## config.mk

```make
export PLATFORM = sky130hd
export DESIGN_NAME = infix_to_postfix_converter
export DESIGN_NICKNAME = d
export VERILOG_FILES = /design/src/rtl/i2p_pkg.sv /design/src/rtl/i2p_ram.sv /design/src/rtl/infix_to_postfix_converter.sv
export SDC_FILE = /design/constraint.sdc
export NUM_CORES = 1
export LEC_CHECK = 0
export ABC_AREA = 1
export BUFFER_PORTS_ARGS = -buffer_cell sky130_fd_sc_hd__buf_4
export CORE_MARGIN = 4
export CORE_UTILIZATION = 57
export DETAILED_ROUTE_END_ITERATION = 6
export GPL_TIMING_DRIVEN = 0
export PLACE_DENSITY = 0.87
export SKIP_LAST_GASP = 1
export SLEW_MARGIN = 20
export SYNTH_ARGS = -nofsm -noshare
export SYNTH_HDL_FRONTEND = slang
export SYNTH_SLANG_ARGS = --single-unit
```

## constraint.sdc

```tcl
create_clock -name clk -period 2.7 [get_ports clk]
set_input_delay 0.405 -clock clk [delete_from_list [all_inputs] [get_ports clk]]
set_output_delay 0.405 -clock clk [all_outputs]
set_load 0.05 [all_outputs]
```

## src/rtl/i2p_pkg.sv

```systemverilog
// Shared constants and helpers for the infix-to-postfix converter.
`default_nettype none

package i2p_pkg;

  localparam logic [7:0] CH_OPEN  = 8'h28;
  localparam logic [7:0] CH_CLOSE = 8'h29;
  localparam logic [7:0] CH_PLUS  = 8'h2B;
  localparam logic [7:0] CH_MINUS = 8'h2D;
  localparam logic [7:0] CH_MUL   = 8'h2A;
  localparam logic [7:0] CH_DIV   = 8'h2F;
  localparam logic [7:0] CH_MOD   = 8'h25;
  localparam logic [7:0] CH_POW   = 8'h5E;
  localparam logic [7:0] CH_NUL   = 8'h00;

  localparam logic [2:0] PREC_NONE  = 3'd0;
  localparam logic [2:0] PREC_OPEN  = 3'd1;
  localparam logic [2:0] PREC_CLOSE = 3'd2;
  localparam logic [2:0] PREC_ADD   = 3'd3;
  localparam logic [2:0] PREC_MUL   = 3'd4;
  localparam logic [2:0] PREC_POW   = 3'd5;

  localparam logic [1:0] ERR_NONE      = 2'd0;
  localparam logic [1:0] ERR_FULL      = 2'd1;
  localparam logic [1:0] ERR_UNMATCHED = 2'd2;

  function automatic logic [2:0] prec(input logic [7:0] c);
    logic [2:0] p;
    unique case (c)
      CH_OPEN:                  p = PREC_OPEN;
      CH_CLOSE:                 p = PREC_CLOSE;
      CH_PLUS, CH_MINUS:        p = PREC_ADD;
      CH_MUL, CH_DIV, CH_MOD:   p = PREC_MUL;
      CH_POW:                   p = PREC_POW;
      default:                  p = PREC_NONE;
    endcase
    return p;
  endfunction

endpackage

`default_nettype wire

```

## src/rtl/i2p_ram.sv

```systemverilog
// Generic single-port-write, registered-read RAM.
`default_nettype none

module i2p_ram #(
  parameter int WIDTH = 8,
  parameter int DEPTH = 32
) (
  input  wire logic                     clk,
  input  wire logic                     wr_en,
  input  wire logic [$clog2(DEPTH)-1:0] wr_addr,
  input  wire logic [WIDTH-1:0]         wr_data,
  input  wire logic [$clog2(DEPTH)-1:0] rd_addr,
  output logic      [WIDTH-1:0]         rd_data
);

  logic [WIDTH-1:0] mem [DEPTH];

  always_ff @(posedge clk) begin
    if (wr_en) begin
      mem[wr_addr] <= wr_data;
    end
    rd_data <= mem[rd_addr];
  end

endmodule

`default_nettype wire

```

## src/rtl/infix_to_postfix_converter.sv

```systemverilog
// Infix-to-postfix converter: operator-stack sequencer with a RAM-backed stack.
//
//   channel  | dir | handshake        | payload
//   ---------+-----+------------------+---------------------------------------------
//   s_*      | in  | s_tvalid/s_tready| tdata = in_symbol, tlast = expr_end
//   m_*      | out | m_tvalid/m_tready| tdata = out_symbol, tlast = run_last,
//            |     |                  | tuser = expr_done, error_code
//
// One transaction at a time: a plain character passes through ST_SYM, ST_TAIL and ST_FLUSH
// before the next acceptance; an operator pops entries in ST_POPOP (pop, then the RAM read in
// ST_FETCH that refills the top register) and is then pushed in ST_PUSH; the implied close
// parenthesis of expr_end pops operators the same way in ST_CLOSE, and ST_FINISH re-arms the stack.
// After reset, the ST_INIT state writes the bottom open parenthesis into the stack RAM.
// A stalled output holds the sequencer when a further result must be produced while the pending slot is full.
`default_nettype none

module infix_to_postfix_converter #(
  parameter int STACK_DEPTH = 32
) (
  input  wire logic       clk,
  input  wire logic       rst,
  input  wire logic       s_tvalid,
  output logic            s_tready,
  input  wire logic [7:0] s_tdata,   // [7:0] in_symbol
  input  wire logic       s_tlast,   // expr_end
  output logic            m_tvalid,
  input  wire logic       m_tready,
  output logic      [7:0] m_tdata,   // [7:0] out_symbol
  output logic            m_tlast,   // run_last
  output logic      [2:0] m_tuser    // [0] expr_done, [2:1] error_code
);

  import i2p_pkg::*;

  localparam int AW  = $clog2(STACK_DEPTH);
  localparam int SPW = $clog2(STACK_DEPTH + 1);

  localparam logic [3:0] ST_INIT   = 4'd0;
  localparam logic [3:0] ST_IDLE   = 4'd1;
  localparam logic [3:0] ST_SYM    = 4'd2;
  localparam logic [3:0] ST_PUSH   = 4'd3;
  localparam logic [3:0] ST_POPOP  = 4'd4;
  localparam logic [3:0] ST_CLOSE  = 4'd5;
  localparam logic [3:0] ST_FETCH  = 4'd6;
  localparam logic [3:0] ST_TAIL   = 4'd7;
  localparam logic [3:0] ST_FINISH = 4'd8;
  localparam logic [3:0] ST_FLUSH  = 4'd9;

  logic [3:0]     state, state_next;
  logic [3:0]     ret, ret_next;
  logic [SPW-1:0] sp, sp_next;
  logic [7:0]     top, top_next;
  logic [7:0]     sym, sym_next;
  logic [2:0]     prec_q, prec_q_next;
  logic           end_q, end_q_next;
  logic           phase_b, phase_b_next;
  logic           pend_valid, pend_valid_next;
  logic [7:0]     pend_sym, pend_sym_next;
  logic [1:0]     pend_err, pend_err_next;
  logic           m_tvalid_next;
  logic [7:0]     m_tdata_next;
  logic           m_tlast_next;
  logic [2:0]     m_tuser_next;

  logic           ram_we;
  logic [AW-1:0]  ram_waddr;
  logic [7:0]     ram_wdata;
  logic [AW-1:0]  ram_raddr;
  logic [7:0]     ram_rdata;
  logic [SPW-1:0] below_top;

  logic           out_free;
  logic           emit_ok;
  logic           emit;
  logic [7:0]     emit_sym;
  logic [1:0]     emit_err;
  logic           stack_full;
  logic [3:0]     after_close;

  i2p_ram #(
    .WIDTH (8),
    .DEPTH (STACK_DEPTH)
  ) u_stack (
    .clk     (clk),
    .wr_en   (ram_we),
    .wr_addr (ram_waddr),
    .wr_data (ram_wdata),
    .rd_addr (ram_raddr),
    .rd_data (ram_rdata)
  );

  assign s_tready    = (state == ST_IDLE);
  assign out_free    = !m_tvalid || m_tready;
  assign emit_ok     = !pend_valid || out_free;
  assign stack_full  = (sp == SPW'(STACK_DEPTH));
  assign below_top   = sp - SPW'(2);
  assign ram_raddr   = below_top[AW-1:0];
  assign after_close = phase_b ? ST_FINISH : ST_TAIL;

  always_comb begin
    state_next      = state;
    ret_next        = ret;
    sp_next         = sp;
    top_next        = top;
    sym_next        = sym;
    prec_q_next     = prec_q;
    end_q_next      = end_q;
    phase_b_next    = phase_b;
    pend_valid_next = pend_valid;
    pend_sym_next   = pend_sym;
    pend_err_next   = pend_err;
    m_tvalid_next   = m_tvalid;
    m_tdata_next    = m_tdata;
    m_tlast_next    = m_tlast;
    m_tuser_next    = m_tuser;
    ram_we          = 1'b0;
    ram_waddr       = sp[AW-1:0];
    ram_wdata       = sym;
    emit            = 1'b0;
    emit_sym        = CH_NUL;
    emit_err        = ERR_NONE;

    if (m_tvalid && m_tready) begin
      m_tvalid_next = 1'b0;
    end

    unique case (state)
      ST_INIT: begin
        ram_we     = 1'b1;
        ram_waddr  = '0;
        ram_wdata  = CH_OPEN;
        state_next = ST_IDLE;
      end
      ST_IDLE: begin
        if (s_tvalid) begin
          sym_next     = s_tdata;
          end_q_next   = s_tlast;
          prec_q_next  = prec(s_tdata);
          phase_b_next = 1'b0;
          state_next   = ST_SYM;
        end
      end
      ST_SYM: begin
        unique case (prec_q)
          PREC_NONE: begin
            if (emit_ok) begin
              emit       = 1'b1;
              emit_sym   = sym;
              state_next = ST_TAIL;
            end
          end
          PREC_OPEN:  state_next = ST_PUSH;
          PREC_CLOSE: state_next = ST_CLOSE;
          default:    state_next = ST_POPOP;
        endcase
      end
      ST_PUSH: begin
        if (stack_full) begin
          if (emit_ok) begin
            emit       = 1'b1;
            emit_err   = ERR_FULL;
            state_next = ST_TAIL;
          end
        end else begin
          ram_we     = 1'b1;
          sp_next    = sp + SPW'(1);
          top_next   = sym;
          state_next = ST_TAIL;
        end
      end
      ST_POPOP: begin
        if ((sp != '0) && (prec(top) >= prec_q)) begin
          if (emit_ok) begin
            emit       = 1'b1;
            emit_sym   = top;
            sp_next    = sp - SPW'(1);
            ret_next   = ST_POPOP;
            state_next = ST_FETCH;
          end
        end else begin
          state_next = ST_PUSH;
        end
      end
      ST_CLOSE: begin
        if (sp == '0) begin
          if (emit_ok) begin
            emit       = 1'b1;
            emit_err   = ERR_UNMATCHED;
            state_next = after_close;
          end
        end else if (top == CH_OPEN) begin
          sp_next    = sp - SPW'(1);
          ret_next   = after_close;
          state_next = ST_FETCH;
        end else if (emit_ok) begin
          emit       = 1'b1;
          emit_sym   = top;
          sp_next    = sp - SPW'(1);
          ret_next   = ST_CLOSE;
          state_next = ST_FETCH;
        end
      end
      ST_FETCH: begin
        // The read issued with the pop returns the entry that is now on top.
        top_next   = ram_rdata;
        state_next = ret;
      end
      ST_TAIL: begin
        if (end_q) begin
          phase_b_next = 1'b1;
          state_next   = ST_CLOSE;
        end else begin
          state_next = ST_FLUSH;
        end
      end
      ST_FINISH: begin
        ram_we     = 1'b1;
        ram_waddr  = '0;
        ram_wdata  = CH_OPEN;
        sp_next    = SPW'(1);
        top_next   = CH_OPEN;
        state_next = ST_FLUSH;
      end
      ST_FLUSH: begin
        if (pend_valid) begin
          if (out_free) begin
            m_tvalid_next   = 1'b1;
            m_tdata_next    = pend_sym;
            m_tlast_next    = 1'b1;
            m_tuser_next    = {pend_err, end_q};
            pend_valid_next = 1'b0;
            state_next      = ST_IDLE;
          end
        end else if (end_q) begin
          // Nothing else came out of this expression end, so send a bare marker.
          if (out_free) begin
            m_tvalid_next = 1'b1;
            m_tdata_next  = CH_NUL;
            m_tlast_next  = 1'b1;
            m_tuser_next  = {ERR_NONE, 1'b1};
            state_next    = ST_IDLE;
          end
        end else begin
          state_next = ST_IDLE;
        end
      end
      default: state_next = ST_INIT;
    endcase

    // The newest result waits in the pending slot until it is known whether it is the last.
    if (emit) begin
      if (pend_valid) begin
        m_tvalid_next = 1'b1;
        m_tdata_next  = pend_sym;
        m_tlast_next  = 1'b0;
        m_tuser_next  = {pend_err, 1'b0};
      end
      pend_valid_next = 1'b1;
      pend_sym_next   = emit_sym;
      pend_err_next   = emit_err;
    end
  end

  always_ff @(posedge clk) begin
    if (rst) begin
      state      <= ST_INIT;
      sp         <= SPW'(1);
      top        <= CH_OPEN;
      pend_valid <= 1'b0;
      m_tvalid   <= 1'b0;
    end else begin
      state      <= state_next;
      sp         <= sp_next;
      top        <= top_next;
      pend_valid <= pend_valid_next;
      m_tvalid   <= m_tvalid_next;
    end
  end

  always_ff @(posedge clk) begin
    ret      <= ret_next;
    sym      <= sym_next;
    prec_q   <= prec_q_next;
    end_q    <= end_q_next;
    phase_b  <= phase_b_next;
    pend_sym <= pend_sym_next;
    pend_err <= pend_err_next;
    m_tdata  <= m_tdata_next;
    m_tlast  <= m_tlast_next;
    m_tuser  <= m_tuser_next;
  end

  a_idle_no_pending: assert property (@(posedge clk) disable iff (rst)
    state == ST_IDLE |-> !pend_valid)
    else $error("pending result left over when a new transaction can be accepted");

  a_accept_starts: assert property (@(posedge clk) disable iff (rst)
    s_tvalid && s_tready |=> state == ST_SYM)
    else $error("accepted transaction did not start the sequencer");

  a_finish_rearms: assert property (@(posedge clk) disable iff (rst)
    state == ST_FINISH |=> sp == SPW'(1) && top == CH_OPEN)
    else $error("stack not re-armed at expression end");

  a_sp_bound: assert property (@(posedge clk) disable iff (rst)
    sp <= SPW'(STACK_DEPTH))
    else $error("stack pointer beyond stack depth");

endmodule

`default_nettype wire

```

==> run_results.csv <==
group,metric,value,unit
run_status,status,"finished, final reports clean",
clock_tree,clock_latency,0.54,ns
setup_path,cp_slowest_cell,"dfxtp_1",
grt,antenna_found_initial,0,
clock_tree,clkTransAtPathRegs,0.06,ns
yosys,avgSynthCellArea,10.1,um2
place,place.detailed.hpwl,26600,um
clock_tree,cts_tree,"built",
final_layout,antenna_cells,0,
clock_tree,htree_levels,2,
yosys,async_flop_share,0,%
setup_path,arrival,3.05,ns
sta,setup_violations,0,
drt,routed_via_density,6.19,
yosys,synth_nets,1437,
sta,period_share,97.7,%
yosys,synth-edff-count,283,
final_layout,utilization,67.2,%
floorplan,start_util,58.4,%
drt,drtPass1Iterations,7,
yosys,ys_top_cells_by_area,"edfxtp_1 59%, nor2_1 7.1%, nand2_1 6.5%",
drt,dr_wl_met2,19000,um
floorplan,fp.dieH,166,um
yosys,synthesis.area,14300,um2
sta,finalHoldViolCount,0,
floorplan,die-area,27700,um2
yosys,synth_most_common_cell,"edfxtp_1",
setup_path,worstPathMaxFanout,10,
yosys,netlist_instances,1416,
place,io_buffers,25,
grt,grt_pass1_vias,10931,
setup_path,timing.rr.start,"sp[2]$_SDFFE_PP0P_",
drt,route.detailed.drc,0,
setup_path,crit_buf_inv,4,
worst_hold_path,hold_start,"s_tlast",
drt,wl_per_cell,22.1,um
setup_path,cp_top_family,"buffers and inverters",
yosys,synth_seq_area_share,64.9,%
setup_path,cp_cell_sequence,"clkbuf_4 > inv_1 > ha_1 > inv_2 > clkbuf_4 > o211ai_1 > o211ai_1 > nand2_1 > nand2_1 > nand2_1",
clock_tree,cts-root-buf,"clkbuf_16",
yosys,ys.flop_type,"edfxtp_1",
place,globalplace.congestion,0.957,
grt,grt_max_degree,33,
final_layout,syn_to_final_growth,15.2,%
setup_path,worstSetupPathType,"flop to flop",
yosys,synth_top_cell_by_area,"edfxtp_1",
sta,tightest_slew,0.900,ns
drt,dr_total_vias,11381,
sta,post-route-min-period,2.64,ns
setup_path,crit_path_end_kind,"flop",
grt,track_usage,28.5,%
grt,grt_first_pass_wirelength,61500,um
drt,drt_iter0_drc,1476,
yosys,ys_top_cells_by_count,"283 x edfxtp_1, 271 x nor2_1, 249 x nand2_1",
setup_path,slowest_delay,0.47,ns
drt,met3_length,4450,um
clock_tree,cts_buffer_depth,3,
drt,drt-total-wl,40600,um
clock_tree,cts_hold_buffers,0,
clock_tree,cts_buffers,34,
place,dp_cells,1768,
pwr,p_leak,6.02,nW
pwr,vdd_drop_max,610,uV
sta,finalMaxSlewViolations,0,
sta,rsz0062_at_grt,"true",
floorplan,coreArea,24500,um2
yosys,synth_top_area_share,59.3,%
final_layout,nets,1512,
yosys,netlist-cell-type-count,36,
flow_run,cap_violations,0,
final_layout,drive_gt1_share,13.3,%
floorplan,num_rows,57,
sta,fmax,0.379,GHz
setup_path,cpMostUsedCell,"nand2_1",
floorplan,die_x,166,um
sta,slew_headroom,39.9,%
setup_path,start_kind,"flop",
yosys,ys_warn_count,0,
worst_hold_path,hold_path_class,"primary input to flop",
drt,final_antenna_net_count,0,
setup_path,required,3.12,ns
pwr,p_per_area,1260,nW/um2
setup_path,startpoint,"sp[2]$_SDFFE_PP0P_",
drt,routed.top_layer,"met4",
floorplan,io_pins,27,
sta,fin_skew,0.0356,ns
final_layout,fin_cells,1840,
yosys,ys_ff_latch,323,
drt,met1Wirelength,14900,um
grt,grt-ovfl-total,0,
clock_tree,clock_sinks,323,
[worst paths after layout]
kind / cells after the start / slack (ns) / end
worst max-delay path: 10 / 0.06 / u_stack.rd_data[7]$_DFF_P_
worst min-delay path: 1 / 0.07 / end_q$_DFFE_PP_
worst max register to register: 10 / 0.06 / u_stack.rd_data[7]$_DFF_P_
worst min register to register: 2 / 0.49 / m_tlast$_DFF_P_
[metrics by stage]
stage | power [mW] | TNS [ns] | setup WS [ns] | hold WS (ns) | area, um2
finish | 20.8 | 0 | 0.0609 | 0.0655 | 16500
floorplan | 12.3 | -0.662 | -0.0419 | 0.470 | 14300
global placement | 15.1 | -219.98 | -1.38 | 0.472 | 14900
CTS | 20.3 | 0 | 0.00729 | 0.0539 | 16400
global route | 21.8 | -0.0457 | -0.0196 | 0.0535 | 16500
detailed placement | 15.4 | -186.96 | -1.03 | 0.484 | 15000
[kinds of logic (layout without fill, tap and decap cells)]
| logic type | Yosys count | after routing | share of synthesized area, % |
|---|---|---|---|
| AOI/OAI and AO/OA | 269 | 269 | 10.8 |
| adders and majority gates | 8 | 8 | 0.699 |
| xor gates and xnor gates | 4 | 4 | 0.297 |
| buffers and inverters | 164 | 264 | 4.78 |
| DFF | 323 | 323 | 64.9 |
| and+or+nand+nor | 648 | 648 | 18.5 |
[what timing repair did]
action                     4_1_cts  5_1_grt
cloned                           0        0
resized for setup               56       22
pin swaps                        4        4
setup endpoints to repair      327      253
setup buffers                    8        6
[final cells by class]
cell class              count  area [um2]
repair buffers             42         373
well taps                 324         405
clock inverters            17         206
flip-flops and latches    323        9300
multi-input cells         929        4580
plain buffers              62         323
inverters                  99         390
fillers                  1767        8040
clock buffers              44         918
[cells in the final DEF (no fill, tap or decap), types with 22 or more instances in the layout]
cell type | Yosys | routed
nand3_1 | 87 | 84
dfxtp_1 | 40 | 38
clkbuf_1 | 34 | 31
o211ai_1 | 51 | 51
inv_1 | 94 | 86
buf_4 | 5 | 42
nor2_2 | 10 | 22
a21oi_1 | 29 | 29
nor2_1 | 271 | 244
edfxtp_1 | 283 | 283
o21ai_0 | 166 | 165
nand2_1 | 249 | 244
clkbuf_16 | 0 | 34
[power breakdown]
part / internal [mW] / switching, mW / total, mW
clock: 2.72 / 1.95 / 4.67
combinational: 2.63 / 6.88 / 9.51
sequential: 6.40 / 0.261 / 6.66
total: 11.8 / 9.09 / 20.8
[metal layers]
| layer | up-vias | global-route usage, % |
|---|---|---|
| met2 | 745 | 46.0 |
| met1 | 5418 | 37.1 |
| met4 | 0 | 13.7 |
| met5 | - | 0 |
| met3 | 153 | 6.12 |
| li1 | 5065 | - |
[sequential cells by signal, indices dropped and copies added (netlist names), 2 cells and up]
register and flops:
u_stack.mem 256, m_tuser 3, pend_sym 8, pend_err 2, m_tdata 8, prec_q 3, state 4, u_stack.rd_data 8
sym 8, top 8, ret 4, sp 6
Note: power is estimated with default switching activity, not from simulation.
